### src/design/i2cee_pkg.sv
// Shared types and constants for the I2C EEPROM transfer sequencer.
// No dependencies; every other file refers to it by scoped names.
`timescale 1ns / 1ps

package i2cee_pkg;

    localparam int OFFSET_W = 10;
    localparam int COUNT_W  = 11;
    localparam int CHUNK_W  = 9;
    localparam int BUFPOS_W = 10;
    localparam int WAIT_W   = 8;
    localparam int BYTE_W   = 8;
    localparam int BUDGET_W = 4;
    localparam int CFGIDX_W = 2;

    localparam int BANK_BYTES = 256;
    localparam int QUEUE_DEPTH = 2;

    localparam logic [BYTE_W-1:0] SEL_BASE = 8'hA0;

    typedef enum logic [1:0] {
        MODE_WRITE   = 2'd0,
        MODE_READ    = 2'd1,
        MODE_OUTCOME = 2'd2,
        MODE_NONE    = 2'd3
    } mode_t;

    typedef enum logic [1:0] {
        BUS_OK      = 2'd0,
        BUS_BUSY    = 2'd1,
        BUS_TIMEOUT = 2'd2,
        BUS_ERROR   = 2'd3
    } outcome_t;

    typedef enum logic [2:0] {
        ST_OK      = 3'd0,
        ST_INVALID = 3'd1,
        ST_BUSY    = 3'd2,
        ST_TIMEOUT = 3'd3,
        ST_ERROR   = 3'd4
    } status_t;

    typedef enum logic [CFGIDX_W-1:0] {
        CFG_RETRY_BUDGET = 2'd0,
        CFG_WRITE_SETTLE = 2'd1,
        CFG_RETRY_WAIT   = 2'd2
    } cfg_idx_t;

    typedef enum logic {
        CMD_START   = 1'b0,
        CMD_OUTCOME = 1'b1
    } cmd_kind_t;

    // one classified word handed from the front to the back
    typedef struct packed {
        cmd_kind_t           kind;
        logic                is_read;
        logic                bad;
        logic [OFFSET_W-1:0] offset;
        logic [COUNT_W-1:0]  count;
        outcome_t            outcome;
    } cmd_t;

    typedef struct packed {
        logic [BUDGET_W-1:0] retry_budget;
        logic [WAIT_W-1:0]   write_settle_ms;
        logic [WAIT_W-1:0]   retry_wait_ms;
    } cfg_t;

    typedef struct packed {
        logic                is_done;
        logic                is_read_chunk;
        logic [BYTE_W-1:0]   select_code;
        logic [BYTE_W-1:0]   memory_address;
        logic [CHUNK_W-1:0]  chunk_length;
        logic [BUFPOS_W-1:0] buffer_position;
        logic [WAIT_W-1:0]   wait_before_ms;
        status_t             completion_status;
    } res_t;

endpackage

### src/design/i2c_eeprom_transfer_sequencer.sv
// Top level of the I2C EEPROM transfer sequencer: configuration registers and wiring.
// Depends on i2cee_pkg, i2cee_front, i2cee_queue and i2cee_back.
//
// Usage: start a request with a word of mode write or read (start_offset, byte_count).
// The block answers with a chunk command (device select, memory address, length,
// buffer position, wait) or with a done word carrying completion_status. After the
// bus transaction, send a word of mode outcome with bus_outcome; the block answers
// with the next chunk, a reissue after retry_wait_ms, or done. Outcomes while idle
// and words of the unused mode code give no result.
// Throughput: one input word per cycle; each word is classified and queued, and the
// back end retires one queued word per cycle through a single update of the request
// state. Each word goes from a queue entry register to the result register, where it
// can first be taken. When the receiver stalls, the result register holds and the
// two-entry queue keeps taking words until it fills; in_ready then drops.
// Configuration (retry_budget, write_settle_ms, retry_wait_ms) is always ready and
// written at the index given on cfg_index; unused indices are ignored.
// Reset clears the request state and loads the budget 5, settle 5 and retry wait 20.
`timescale 1ns / 1ps

module i2c_eeprom_transfer_sequencer #(
    parameter int MEMORY_BYTES = 1024,
    parameter int PAGE_BYTES   = 16
) (
    input  logic                            clk,
    input  logic                            rst_n,
    input  logic                            in_valid,
    output logic                            in_ready,
    input  logic [1:0]                      mode,
    input  logic [i2cee_pkg::OFFSET_W-1:0]  start_offset,
    input  logic [i2cee_pkg::COUNT_W-1:0]   byte_count,
    input  logic [1:0]                      bus_outcome,
    output logic                            out_valid,
    input  logic                            out_ready,
    output logic                            is_done,
    output logic                            is_read_chunk,
    output logic [i2cee_pkg::BYTE_W-1:0]    select_code,
    output logic [i2cee_pkg::BYTE_W-1:0]    memory_address,
    output logic [i2cee_pkg::CHUNK_W-1:0]   chunk_length,
    output logic [i2cee_pkg::BUFPOS_W-1:0]  buffer_position,
    output logic [i2cee_pkg::WAIT_W-1:0]    wait_before_ms,
    output logic [2:0]                      completion_status,
    input  logic                            cfg_valid,
    output logic                            cfg_ready,
    input  logic [i2cee_pkg::CFGIDX_W-1:0]  cfg_index,
    input  logic [i2cee_pkg::BYTE_W-1:0]    cfg_data
);

    i2cee_pkg::cfg_t cfg_reg, cfg_next;
    i2cee_pkg::cmd_t push_cmd, pop_cmd;
    i2cee_pkg::res_t res;
    logic            push, pop, q_ready, q_valid;

    assign cfg_ready = 1'b1;

    always_comb
    begin
        cfg_next = cfg_reg;
        if (cfg_valid)
        begin
            unique case (cfg_index)
                i2cee_pkg::CFG_RETRY_BUDGET:
                    cfg_next.retry_budget = cfg_data[i2cee_pkg::BUDGET_W-1:0];
                i2cee_pkg::CFG_WRITE_SETTLE:
                    cfg_next.write_settle_ms = cfg_data;
                i2cee_pkg::CFG_RETRY_WAIT:
                    cfg_next.retry_wait_ms = cfg_data;
                default:
                    cfg_next = cfg_reg;
            endcase
        end
    end

    always_ff @(posedge clk or negedge rst_n)
    begin
        if (!rst_n)
        begin
            cfg_reg.retry_budget    <= i2cee_pkg::BUDGET_W'(5);
            cfg_reg.write_settle_ms <= i2cee_pkg::WAIT_W'(5);
            cfg_reg.retry_wait_ms   <= i2cee_pkg::WAIT_W'(20);
        end
        else
        begin
            cfg_reg <= cfg_next;
        end
    end

    i2cee_front #(
        .MEMORY_BYTES (MEMORY_BYTES)
    ) u_front (
        .in_valid     (in_valid),
        .in_ready     (in_ready),
        .mode         (mode),
        .start_offset (start_offset),
        .byte_count   (byte_count),
        .bus_outcome  (bus_outcome),
        .q_ready      (q_ready),
        .push         (push),
        .cmd          (push_cmd)
    );

    i2cee_queue u_queue (
        .clk      (clk),
        .rst_n    (rst_n),
        .push     (push),
        .push_cmd (push_cmd),
        .q_ready  (q_ready),
        .pop      (pop),
        .q_valid  (q_valid),
        .pop_cmd  (pop_cmd)
    );

    i2cee_back #(
        .MEMORY_BYTES (MEMORY_BYTES),
        .PAGE_BYTES   (PAGE_BYTES)
    ) u_back (
        .clk       (clk),
        .rst_n     (rst_n),
        .cfg       (cfg_reg),
        .q_valid   (q_valid),
        .cmd       (pop_cmd),
        .pop       (pop),
        .out_valid (out_valid),
        .out_ready (out_ready),
        .res       (res)
    );

    assign is_done           = res.is_done;
    assign is_read_chunk     = res.is_read_chunk;
    assign select_code       = res.select_code;
    assign memory_address    = res.memory_address;
    assign chunk_length      = res.chunk_length;
    assign buffer_position   = res.buffer_position;
    assign wait_before_ms    = res.wait_before_ms;
    assign completion_status = res.completion_status;

endmodule

### src/design/i2cee_front.sv
// Front end: accepts input words, drops unused mode codes and checks start bounds.
// Depends on i2cee_pkg; feeds i2cee_queue.
`timescale 1ns / 1ps

module i2cee_front #(
    parameter int MEMORY_BYTES = 1024
) (
    input  logic                          in_valid,
    output logic                          in_ready,
    input  logic [1:0]                    mode,
    input  logic [i2cee_pkg::OFFSET_W-1:0] start_offset,
    input  logic [i2cee_pkg::COUNT_W-1:0]  byte_count,
    input  logic [1:0]                    bus_outcome,
    input  logic                          q_ready,
    output logic                          push,
    output i2cee_pkg::cmd_t               cmd
);

    localparam int SUM_W = ($clog2(MEMORY_BYTES + 1) > 12) ? $clog2(MEMORY_BYTES + 1) : 12;

    logic [SUM_W-1:0] end_sum;

    assign in_ready = q_ready;
    assign end_sum  = SUM_W'(start_offset) + SUM_W'(byte_count);

    always_comb
    begin
        cmd.kind    = (mode == i2cee_pkg::MODE_OUTCOME) ? i2cee_pkg::CMD_OUTCOME
                                                        : i2cee_pkg::CMD_START;
        cmd.is_read = (mode == i2cee_pkg::MODE_READ);
        cmd.bad     = (byte_count == '0) || (end_sum > SUM_W'(MEMORY_BYTES));
        cmd.offset  = start_offset;
        cmd.count   = byte_count;
        cmd.outcome = i2cee_pkg::outcome_t'(bus_outcome);
    end

    // drop words with the unused mode code: accepted but never queued
    assign push = in_valid && q_ready && (mode != i2cee_pkg::MODE_NONE);

endmodule

### src/design/i2cee_queue.sv
// Short command queue between the front end and the sequencing back end.
// Depends on i2cee_pkg for the command word type.
`timescale 1ns / 1ps

module i2cee_queue (
    input  logic            clk,
    input  logic            rst_n,
    input  logic            push,
    input  i2cee_pkg::cmd_t push_cmd,
    output logic            q_ready,
    input  logic            pop,
    output logic            q_valid,
    output i2cee_pkg::cmd_t pop_cmd
);

    localparam int DEPTH = i2cee_pkg::QUEUE_DEPTH;
    localparam int PTR_W = (DEPTH > 1) ? $clog2(DEPTH) : 1;
    localparam int CNT_W = $clog2(DEPTH + 1);

    i2cee_pkg::cmd_t  entry_reg [DEPTH];
    logic [PTR_W-1:0] wr_ptr_reg, wr_ptr_next;
    logic [PTR_W-1:0] rd_ptr_reg, rd_ptr_next;
    logic [CNT_W-1:0] count_reg, count_next;

    assign q_ready = (count_reg != CNT_W'(DEPTH));
    assign q_valid = (count_reg != '0);
    assign pop_cmd = entry_reg[rd_ptr_reg];

    always_comb
    begin
        wr_ptr_next = wr_ptr_reg;
        rd_ptr_next = rd_ptr_reg;
        count_next  = count_reg;
        if (push)
        begin
            wr_ptr_next = (wr_ptr_reg == PTR_W'(DEPTH - 1)) ? '0 : wr_ptr_reg + 1'b1;
        end
        if (pop)
        begin
            rd_ptr_next = (rd_ptr_reg == PTR_W'(DEPTH - 1)) ? '0 : rd_ptr_reg + 1'b1;
        end
        if (push && !pop)
        begin
            count_next = count_reg + 1'b1;
        end
        else if (pop && !push)
        begin
            count_next = count_reg - 1'b1;
        end
    end

    always_ff @(posedge clk or negedge rst_n)
    begin
        if (!rst_n)
        begin
            wr_ptr_reg <= '0;
            rd_ptr_reg <= '0;
            count_reg  <= '0;
        end
        else
        begin
            wr_ptr_reg <= wr_ptr_next;
            rd_ptr_reg <= rd_ptr_next;
            count_reg  <= count_next;
        end
    end

    always_ff @(posedge clk)
    begin
        if (push)
        begin
            entry_reg[wr_ptr_reg] <= push_cmd;
        end
    end

    a_no_overflow: assert property (@(posedge clk) disable iff (!rst_n)
        (count_reg == CNT_W'(DEPTH)) |-> !push)
        else $error("queue written while full");

endmodule

### src/design/i2cee_back.sv
// Back end: request state, chunk splitting, retry handling and the result register.
// Depends on i2cee_pkg; takes commands from i2cee_queue.
`timescale 1ns / 1ps

module i2cee_back #(
    parameter int MEMORY_BYTES = 1024,
    parameter int PAGE_BYTES   = 16
) (
    input  logic            clk,
    input  logic            rst_n,
    input  i2cee_pkg::cfg_t cfg,
    input  logic            q_valid,
    input  i2cee_pkg::cmd_t cmd,
    output logic            pop,
    output logic            out_valid,
    input  logic            out_ready,
    output i2cee_pkg::res_t res
);

    // offset register is wide enough to hold MEMORY_BYTES itself
    localparam int OFS_W  = $clog2(MEMORY_BYTES) + 1;
    localparam int PAGE_W = $clog2(PAGE_BYTES);
    localparam int CHW    = i2cee_pkg::CHUNK_W;
    localparam int CNW    = i2cee_pkg::COUNT_W;

    logic                             active_reg, active_next;
    logic                             is_read_reg, is_read_next;
    logic [OFS_W-1:0]                 ofs_reg, ofs_next;
    logic [CNW-1:0]                   rem_reg, rem_next;
    logic [i2cee_pkg::BUFPOS_W-1:0]   buf_reg, buf_next;
    logic [i2cee_pkg::BUDGET_W-1:0]   retries_reg, retries_next;
    logic [CHW-1:0]                   pend_reg, pend_next;
    logic                             out_valid_reg, out_valid_next;
    i2cee_pkg::res_t                  res_reg, res_next;

    logic                             emit_chunk, emit_done;
    i2cee_pkg::status_t               done_status;
    logic [i2cee_pkg::WAIT_W-1:0]     chunk_wait;
    logic [CHW-1:0]                   adv_len, room, len;

    assign pop       = q_valid && (!out_valid_reg || out_ready);
    assign out_valid = out_valid_reg;
    assign res       = res_reg;

    // never advance past what is left
    assign adv_len = ({2'b00, pend_reg} > rem_reg) ? CHW'(rem_reg) : pend_reg;

    always_comb
    begin
        active_next  = active_reg;
        is_read_next = is_read_reg;
        ofs_next     = ofs_reg;
        rem_next     = rem_reg;
        buf_next     = buf_reg;
        retries_next = retries_reg;
        emit_chunk   = 1'b0;
        emit_done    = 1'b0;
        done_status  = i2cee_pkg::ST_OK;
        chunk_wait   = '0;
        if (pop)
        begin
            if (cmd.kind == i2cee_pkg::CMD_START)
            begin
                if (active_reg)
                begin
                    emit_done   = 1'b1;
                    done_status = i2cee_pkg::ST_BUSY;
                end
                else if (cmd.bad)
                begin
                    emit_done   = 1'b1;
                    done_status = i2cee_pkg::ST_INVALID;
                end
                else
                begin
                    active_next  = 1'b1;
                    is_read_next = cmd.is_read;
                    ofs_next     = OFS_W'(cmd.offset);
                    rem_next     = cmd.count;
                    buf_next     = '0;
                    retries_next = cfg.retry_budget;
                    emit_chunk   = 1'b1;
                end
            end
            else if (active_reg)
            begin
                unique case (cmd.outcome)
                    i2cee_pkg::BUS_OK:
                    begin
                        ofs_next = ofs_reg + OFS_W'(adv_len);
                        rem_next = rem_reg - CNW'(adv_len);
                        buf_next = buf_reg + i2cee_pkg::BUFPOS_W'(adv_len);
                        if (rem_reg == CNW'(adv_len))
                        begin
                            active_next = 1'b0;
                            emit_done   = 1'b1;
                            done_status = i2cee_pkg::ST_OK;
                        end
                        else
                        begin
                            emit_chunk = 1'b1;
                            chunk_wait = is_read_reg ? '0 : cfg.write_settle_ms;
                        end
                    end
                    i2cee_pkg::BUS_BUSY, i2cee_pkg::BUS_TIMEOUT:
                    begin
                        if (retries_reg <= i2cee_pkg::BUDGET_W'(1))
                        begin
                            retries_next = '0;
                            active_next  = 1'b0;
                            emit_done    = 1'b1;
                            // a read that runs out of attempts always reports busy
                            done_status  = (is_read_reg || cmd.outcome == i2cee_pkg::BUS_BUSY)
                                         ? i2cee_pkg::ST_BUSY : i2cee_pkg::ST_TIMEOUT;
                        end
                        else
                        begin
                            retries_next = retries_reg - 1'b1;
                            emit_chunk   = 1'b1;
                            chunk_wait   = cfg.retry_wait_ms;
                        end
                    end
                    i2cee_pkg::BUS_ERROR:
                    begin
                        active_next = 1'b0;
                        emit_done   = 1'b1;
                        done_status = i2cee_pkg::ST_ERROR;
                    end
                endcase
            end
        end
    end

    // chunk length from the updated offset: page limit for writes, bank limit for reads
    always_comb
    begin
        if (is_read_next)
        begin
            room = CHW'(i2cee_pkg::BANK_BYTES) - CHW'(ofs_next[7:0]);
        end
        else
        begin
            room = CHW'(PAGE_BYTES) - CHW'(ofs_next[PAGE_W-1:0]);
        end
        len       = (rem_next < CNW'(room)) ? CHW'(rem_next) : room;
        pend_next = emit_chunk ? len : pend_reg;

        res_next = '0;
        if (emit_done)
        begin
            res_next.is_done           = 1'b1;
            res_next.completion_status = done_status;
        end
        else
        begin
            res_next.is_read_chunk   = is_read_next;
            res_next.select_code     = i2cee_pkg::SEL_BASE
                                     + i2cee_pkg::BYTE_W'(ofs_next >> 8);
            res_next.memory_address  = ofs_next[7:0];
            res_next.chunk_length    = len;
            res_next.buffer_position = buf_next;
            res_next.wait_before_ms  = chunk_wait;
        end

        if (pop)
        begin
            out_valid_next = emit_chunk || emit_done;
        end
        else
        begin
            out_valid_next = out_valid_reg && !out_ready;
        end
    end

    always_ff @(posedge clk or negedge rst_n)
    begin
        if (!rst_n)
        begin
            active_reg    <= 1'b0;
            is_read_reg   <= 1'b0;
            ofs_reg       <= '0;
            rem_reg       <= '0;
            buf_reg       <= '0;
            retries_reg   <= '0;
            pend_reg      <= '0;
            out_valid_reg <= 1'b0;
        end
        else
        begin
            active_reg    <= active_next;
            is_read_reg   <= is_read_next;
            ofs_reg       <= ofs_next;
            rem_reg       <= rem_next;
            buf_reg       <= buf_next;
            retries_reg   <= retries_next;
            pend_reg      <= pend_next;
            out_valid_reg <= out_valid_next;
        end
    end

    always_ff @(posedge clk)
    begin
        if (pop && (emit_chunk || emit_done))
        begin
            res_reg <= res_next;
        end
    end

    a_active_has_bytes: assert property (@(posedge clk) disable iff (!rst_n)
        active_reg |-> (rem_reg != '0))
        else $error("request active with nothing left");

    a_start_issues_chunk: assert property (@(posedge clk) disable iff (!rst_n)
        $rose(active_reg) |-> (out_valid_reg && !res_reg.is_done))
        else $error("request started without a chunk word");

    a_chunk_nonempty: assert property (@(posedge clk) disable iff (!rst_n)
        (out_valid_reg && !res_reg.is_done) |-> (res_reg.chunk_length != '0))
        else $error("empty chunk issued");

    a_pop_needs_slot: assert property (@(posedge clk) disable iff (!rst_n)
        (out_valid_reg && !out_ready) |-> !pop)
        else $error("result overwritten while stalled");

endmodule
### config.mk
export PLATFORM = sky130hd
export DESIGN_NAME = i2c_eeprom_transfer_sequencer
export DESIGN_NICKNAME = d
export VERILOG_FILES = /design/src/design/i2cee_pkg.sv /design/src/design/i2c_eeprom_transfer_sequencer.sv /design/src/design/i2cee_front.sv /design/src/design/i2cee_queue.sv /design/src/design/i2cee_back.sv
export SDC_FILE = /design/constraint.sdc
export NUM_CORES = 1
export LEC_CHECK = 0
export ABC_AREA = 1
export ABC_CLOCK_PERIOD_IN_PS = 9900
export BUFFER_PORTS_ARGS = -buffer_cell sky130_fd_sc_hd__buf_2
export CAP_MARGIN = 0
export CORE_MARGIN = 1.5
export CORE_UTILIZATION = 31
export CTS_BUF_LIST = sky130_fd_sc_hd__clkbuf_8
export DETAILED_ROUTE_END_ITERATION = 8
export GPL_ROUTABILITY_DRIVEN = 0
export MAX_ROUTING_LAYER = met4
export PLACE_DENSITY = 0.45
export SLEW_MARGIN = 10
export SYNTH_ARGS = -nofsm -noshare
export SYNTH_HDL_FRONTEND = slang
export SYNTH_SLANG_ARGS = --single-unit
### constraint.sdc
create_clock -name clk -period 9.9 [get_ports clk]
set_clock_uncertainty 0.05 [all_clocks]
set_input_delay 0.495 -clock clk [delete_from_list [all_inputs] [get_ports clk]]
set_output_delay 0.495 -clock clk [all_outputs]
set_load 0.005 [all_outputs]
Yosys cells after proc, flatten, opt, wreduce, memory -nomap -nowiden
Memory sizes are Yosys's and may differ from the RTL's.
Cells that the tools add are included.
{ "op_classes": {"n_addsub": 12, "n_mul": 0, "n_div": 0, "order_cmp": 4, "n_eq_ne": 14, "n_shift": 0, "mux": 71, "bitwise_logic": 3, "n_reduce_logical": 27} }
{ "op_table": {"columns": ["operator", "count"], "rows": [
  ["2-to-1 mux 11 bit", 12],
  ["2-to-1 mux 10 bit", 6],
  ["2-to-1 mux 1 bit", 30],
  ["2-to-1 mux 9 bit", 3],
  ["2-to-1 mux 4 bit", 6],
  ["2-to-1 mux 8 bit", 3],
  ["one-hot mux 8 bit (2 select lines)", 1],
  ["adder 10 x 11 -> 12 bit", 1],
  ["greater-than comparator 12 x 11 -> 1 bit, second input constant", 1],
  ["2-to-1 mux 3 bit", 4],
  ["adder 11 x 9 -> 11 bit", 1],
  ["== test 11 x 9 -> 1 bit", 1],
  ["greater-than comparator 9 x 11 -> 1 bit", 1],
  ["zero test 11 bit", 1],
  ["< comparator 11 x 9 -> 1 bit", 1],
  ["subtractor 11 x 9 -> 11 bit", 1],
  ["adder 10 x 9 -> 10 bit", 1],
  ["one-hot mux 3 bit (3 select lines)", 1],
  ["subtractor 9 x 8 -> 9 bit, first input constant", 1],
  ["adder 8 x 3 -> 8 bit, first input constant", 1],
  ["== test 2 bit, second input constant", 4],
  ["!= test 2 bit, second input constant", 4],
  ["AND reduction 2 bit", 4],
  ["logical AND 1 bit", 7],
  ["other kinds (19)", 35]
]} }
{ "word_totals": {"ff_bits": 120, "latchBits": 0, "ramBits": 52, "mem_bits_ro": 0, "inputBits": 40, "out_inout_bits": 51, "word_cells": 154, "mem_count": 1} }
{ "memory_table": {"columns": ["memory", "depth", "word_bits", "rd", "rd_clocked_by_memory_dff", "wr", "line_no", "text"], "rows": [
  ["u_queue.entry_reg", 2, 26, 1, 0, 1, "i2cee_queue.sv:20", "i2cee_pkg::cmd_t entry_reg [DEPTH];"]
]} }

Longest topological paths before layout
{ "depth": {"ltp_word": 11, "mapped_depth": 36} }

Modules after synthesis
Synthesis repeated with hierarchy kept, for this count alone.
{ "unflattened": {"hier_cells": 1209, "area_unflattened_um2": 10452.5} }
{ "by_module_without_submodules": {"columns": ["module", "instances", "cells_each", "area_each_um2", "seq_area_each_um2"], "rows": [
  ["i2cee_back", 1, 854, 6553.8, 2522.4],
  ["i2cee_queue", 1, 106, 2183.3, 1661.6],
  ["i2cee_front", 1, 157, 858.3, 0.0],
  ["i2c_eeprom_transfer_sequencer", 1, 92, 857.1, 508.0]
]} }

Worst setup path before layout
No wires, ideal clock.
{ "synth_timing": {"path_type": "flip-flop to flip-flop", "start": "reg u_back.rem_reg[2]", "end": "reg u_back.res_reg, in the netlist u_back.res[26] (data pin)", "setup_ps": 257, "arrival_ps": 4760, "path_slack_ps": 4833, "stages_incl_launch_ff": 31, "n_path_buf": 1, "cell_sequence": "dfrtp_1 > inv_1 > ha_1 > inv_1 > o31ai_1 > a21boi_0 > o21ai_0 > a21oi_1 > nor2_1 > o21bai_1 > clkbuf_1 > o21ai_0 > fa_1 > nand2_1 > nand2_1 > nand2_1 > nand2_4 > inv_1 > ha_1 > nand3_1 > nor2_4 > nand3_2 > nor2_2 > nand3_2 > ha_1 > a21oi_1 > nand3_2 > nor2_4 > nand3_1 > nand2_1 > nor2_1"} }
{ "synth_via": {"elab_chain_cells": 11} }
{ "synth_lines": {"columns": ["item", "line_no", "text"], "rows": [
  ["start: declaration", "i2cee_back.sv:29", "logic [CNW-1:0] rem_reg, rem_next;"],
  ["start signal: assignment", "i2cee_back.sv:193", "rem_reg <= rem_next;"],
  ["greater-than comparator 9 x 11 -> 1 bit *", "i2cee_back.sv:46", "assign adv_len = ({2'b00, pend_reg} > rem_reg) ? CHW'(rem_reg) : pend_reg;"],
  ["2-to-1 mux 9 bit *", "i2cee_back.sv:46", null],
  ["adder 11 x 9 -> 11 bit *", "i2cee_back.sv:90", "ofs_next = ofs_reg + OFS_W'(adv_len);"],
  ["2-to-1 mux 11 bit *", "i2cee_back.sv:87", "unique case (cmd.outcome)"],
  ["2-to-1 mux 11 bit *", "i2cee_back.sv:85", "else if (active_reg)"],
  ["2-to-1 mux 11 bit *", "i2cee_back.sv:62", "if (cmd.kind == i2cee_pkg::CMD_START)"],
  ["2-to-1 mux 11 bit *", "i2cee_back.sv:60", "if (pop)"],
  ["via u_back.ofs_next[1]", "i2cee_back.sv:28", "logic [OFS_W-1:0] ofs_reg, ofs_next;"],
  ["subtractor 9 x 8 -> 9 bit / subtractor 5 x 4 -> 6 bit (equally long branches)", "i2cee_back.sv:139, i2cee_back.sv:143", null],
  ["2-to-1 mux 9 bit *", "i2cee_back.sv:137", "if (is_read_next)"],
  ["< comparator 11 x 9 -> 1 bit", "i2cee_back.sv:145", "len = (rem_next < CNW'(room)) ? CHW'(rem_next) : room;"],
  ["2-to-1 mux 9 bit *", "i2cee_back.sv:145", null],
  ["end signal: assignment", "i2cee_back.sv:205", "res_reg <= res_next;"],
  ["end: declaration", "i2cee_back.sv:34", "i2cee_pkg::res_t res_reg, res_next;"]
]} }
Mark *: on every way through the listed nets, which the timed path passes. The rest lies on a longest branch.
A chain may end at the register's enable or synchronous reset.

Final worst setup path
{ "layout_timing": {"start": "reg u_back.rem_reg[6]", "end": "reg u_back.res_reg, in the netlist u_back.res[27] (data pin)"} }
The elaborated chain is that of the path after synthesis.

==> reports/metrics.cfg <==
[setup_path]
critPathMaxStageDelay_ns = 0.55
arrival_ns = 5.85
worstSetupPathType = reg -> reg
crit_required_ns = 10.15
slowest_stage = fa_1
endpoint_kind = flop
worstPathMaxFanout = 32
cp-start-kind = flop
path_common_cell = nand2_1

[layout]
postLayoutCoreUtil_pct = 35.61
diodes = 0
final_area_sq_mm = 0.01130
layout-drive-gt1-share_pct = 14.80
largest_reg_flops = 52
nFillCells = 3300
syn_to_final_growth_pct = 12.47
fin_nets = 1378
ff_latch_area_sq_mm = 0.004692
final_cells = 1686
multi_input_area_sq_mm = 0.004597

[yosys]
yosys_warnings = 0
synth_seq_area_share_pct = 46.72
yosysTopAreaCellShare_pct = 28.70
synth_flop_cell = edfxtp_1
syn_area_sq_mm = 0.01004
async_flop_share_pct = 42.86
synth_edf_count = 96
synth_largest_area_cell = edfxtp_1
syn_avg_cell_area_sq_um = 8.461
ys_top_cells_by_area = edfxtp_1 (29%), dfrtp_1 (16%), nand2_1 (12%)
ys_types = 55
postSynthCellCount = 1187
synth_seq_cells = 168

[global_routing]
grt_usage_pct = 18.36
overflow = 0
grt_pass1_wl_um = 45540
grt_start_max_net_pins = 45
grt_pass1_vias = 8039
antenna_found_initial = 0

[route]
ant_nets = 0
wl_per_cell_um = 16.86
vias = 8117
drc_errors = 0
wirelength_um = 28430
via_per_inst = 4.814
drt_pass1_iterations = 5
drt_iter0_drc = 523

[clock_tree]
post_cts.resized_instances = 0
cts_buffer_depth = 2
htreeDepth = 4
cts_tree = done
path_clk_slew_ns = 0.11
cts_sinks = 168
cts-buffers-inserted = 17
worstSkewPairLatency_ns = 0.46
cts_root_buffer = clkbuf_8

[placement]
placed_cells = 1653
hpwl_um = 21180
post_dp_cell_area_sq_mm = 0.01088
io_buffers = 86
dp_slack_ns = 4.342

[pwr]
total_power_mw = 4.333
power_density_mw_per_mm2 = 383.6
ir_drop_uv = 120.4
p_leak_nw = 5.473

[sta]
layout_min_cycle_time_ns = 5.608
drv_slew = 0
holdWs_ns = 0.1826
fin_tns_setup_ns = 0
slew_headroom_pct = 40.65
setup_viol = 0
rsz0062_at_grt = no
setup_ws_ns = 4.292
fin_crit_sh_pct = 56.65
tightest_slew_ns = 0.8810
hold_viol = 0
fmax_ghz = 0.1783

[floorplanning]
die_x_um = 183.0
core_sq_mm = 0.03172
io_pins = 91
initial_utilization_pct = 31.66
die_h_um = 183.0
fp-row-count = 65
die_area_sq_mm = 0.03349

[min_path]
hold_path.class = in -> reg

[run_status]
status = finished, final reports clean

[job]
max-cap-violations = 0

where the power goes:
group	total (mW)	internal (mW)	switching [mW]
clock network	0.532	0.239	0.293
registers	1.21	1.08	0.134
logic	2.59	0.816	1.77
path summary, 6_finish.rpt:
check                                  start                       to  slack (ns)  cells past startpoint
hold reg to reg                  cfg_reg[14]              cfg_reg[14]        0.45                      2
hold / removal                bus_outcome[1]  u_queue.entry_reg[0][1]        0.18                      1
max in group asynchronous              rst_n       u_queue.rd_ptr_reg        8.30                      3
setup / recovery           u_back.rem_reg[6]           u_back.res[27]        4.29                     30
min in group asynchronous              rst_n        u_back.buf_reg[4]        0.47                      2
setup reg to reg           u_back.rem_reg[6]           u_back.res[27]        4.29                     30
cell type report:
cell class,instances,area share (%)
Clock buffer,18,2.193
Clock inverter,14,1.418
Inverter,160,5.317
Multi-Input combinational cell,830,40.70
Sequential cell,168,41.54
Tap cell,402,4.453
Timing Repair Buffer,94,4.386
per-layer routing:
metal	track usage, %	up-vias	share of wire, %
met4	4.984	0	1.7
met2	28.73	189	45
met5	-	-	0
met1	24.73	3798	49
li1	-	4100	-
met3	2.899	30	4.3
repair_timing:
item | 4_1_cts | 5_1_grt
hold endpoints to repair | 29 | 0
setup buffers | 0 | 0
hold buffers | 1 | 0
layout by cell type, fill, tap and decap left out, types with 5 or more instances in the layout:
cell,netlist,final
dfrtp_1,66,66
inv_2,8,8
xor2_1,10,10
nand2_2,17,18
a21oi_1,60,60
nand4_1,20,20
buf_4,7,8
xnor2_1,7,7
o21ai_0,87,87
nor3_1,10,10
inv_6,0,5
nand2_4,10,10
nor4_1,6,6
clkbuf_8,0,18
buf_2,10,85
edfxtp_1,96,96
nor2_1,77,75
nand3_1,75,75
inv_1,151,152
nor2_4,5,6
dfstp_2,6,6
nand2_1,322,321
ha_1,63,63
worst max-delay path, delay by kind of cell, from the launching register on:
kind            cells  cell delay, ns
compound gates      4            0.85
fa+ha+maj           4            1.36
buf+inv             3            0.53
flops               1            0.54
simple gates       19            2.11
logic make-up (layout without fill, tap and decap cells):
| kind of cell | Yosys count | after routing | share of synthesized area (%) |
|---|---|---|---|
| flip-flops | 168 | 168 | 46.72 |
| XOR/XNOR | 18 | 18 | 1.644 |
| AND/OR/NAND/NOR | 559 | 559 | 25.20 |
| adder cells (fa/ha/maj) | 67 | 67 | 8.646 |
| buffers and inverters | 191 | 286 | 7.749 |
| AO/OA/AOI/OAI | 180 | 180 | 9.767 |
| multiplexers | 2 | 2 | 0.1993 |
| other | 2 | 4 | 0.07478 |
cell usage after synthesis, types with 7 or more instances:
cell type and n:
ha_1 63, buf_2 10, dfrtp_1 66, nand3_1 75, o21ai_0 87, clkbuf_1 10, nor2_1 77, nand2_1 322
nand4_1 20, nand2_2 17, edfxtp_1 96, inv_2 8, xnor2_1 7, buf_4 7, inv_1 151, nor3_1 10
a21oi_1 60, nand2_4 10, xor2_1 10
No activity file was read; power rests on OpenSTA's default activity.
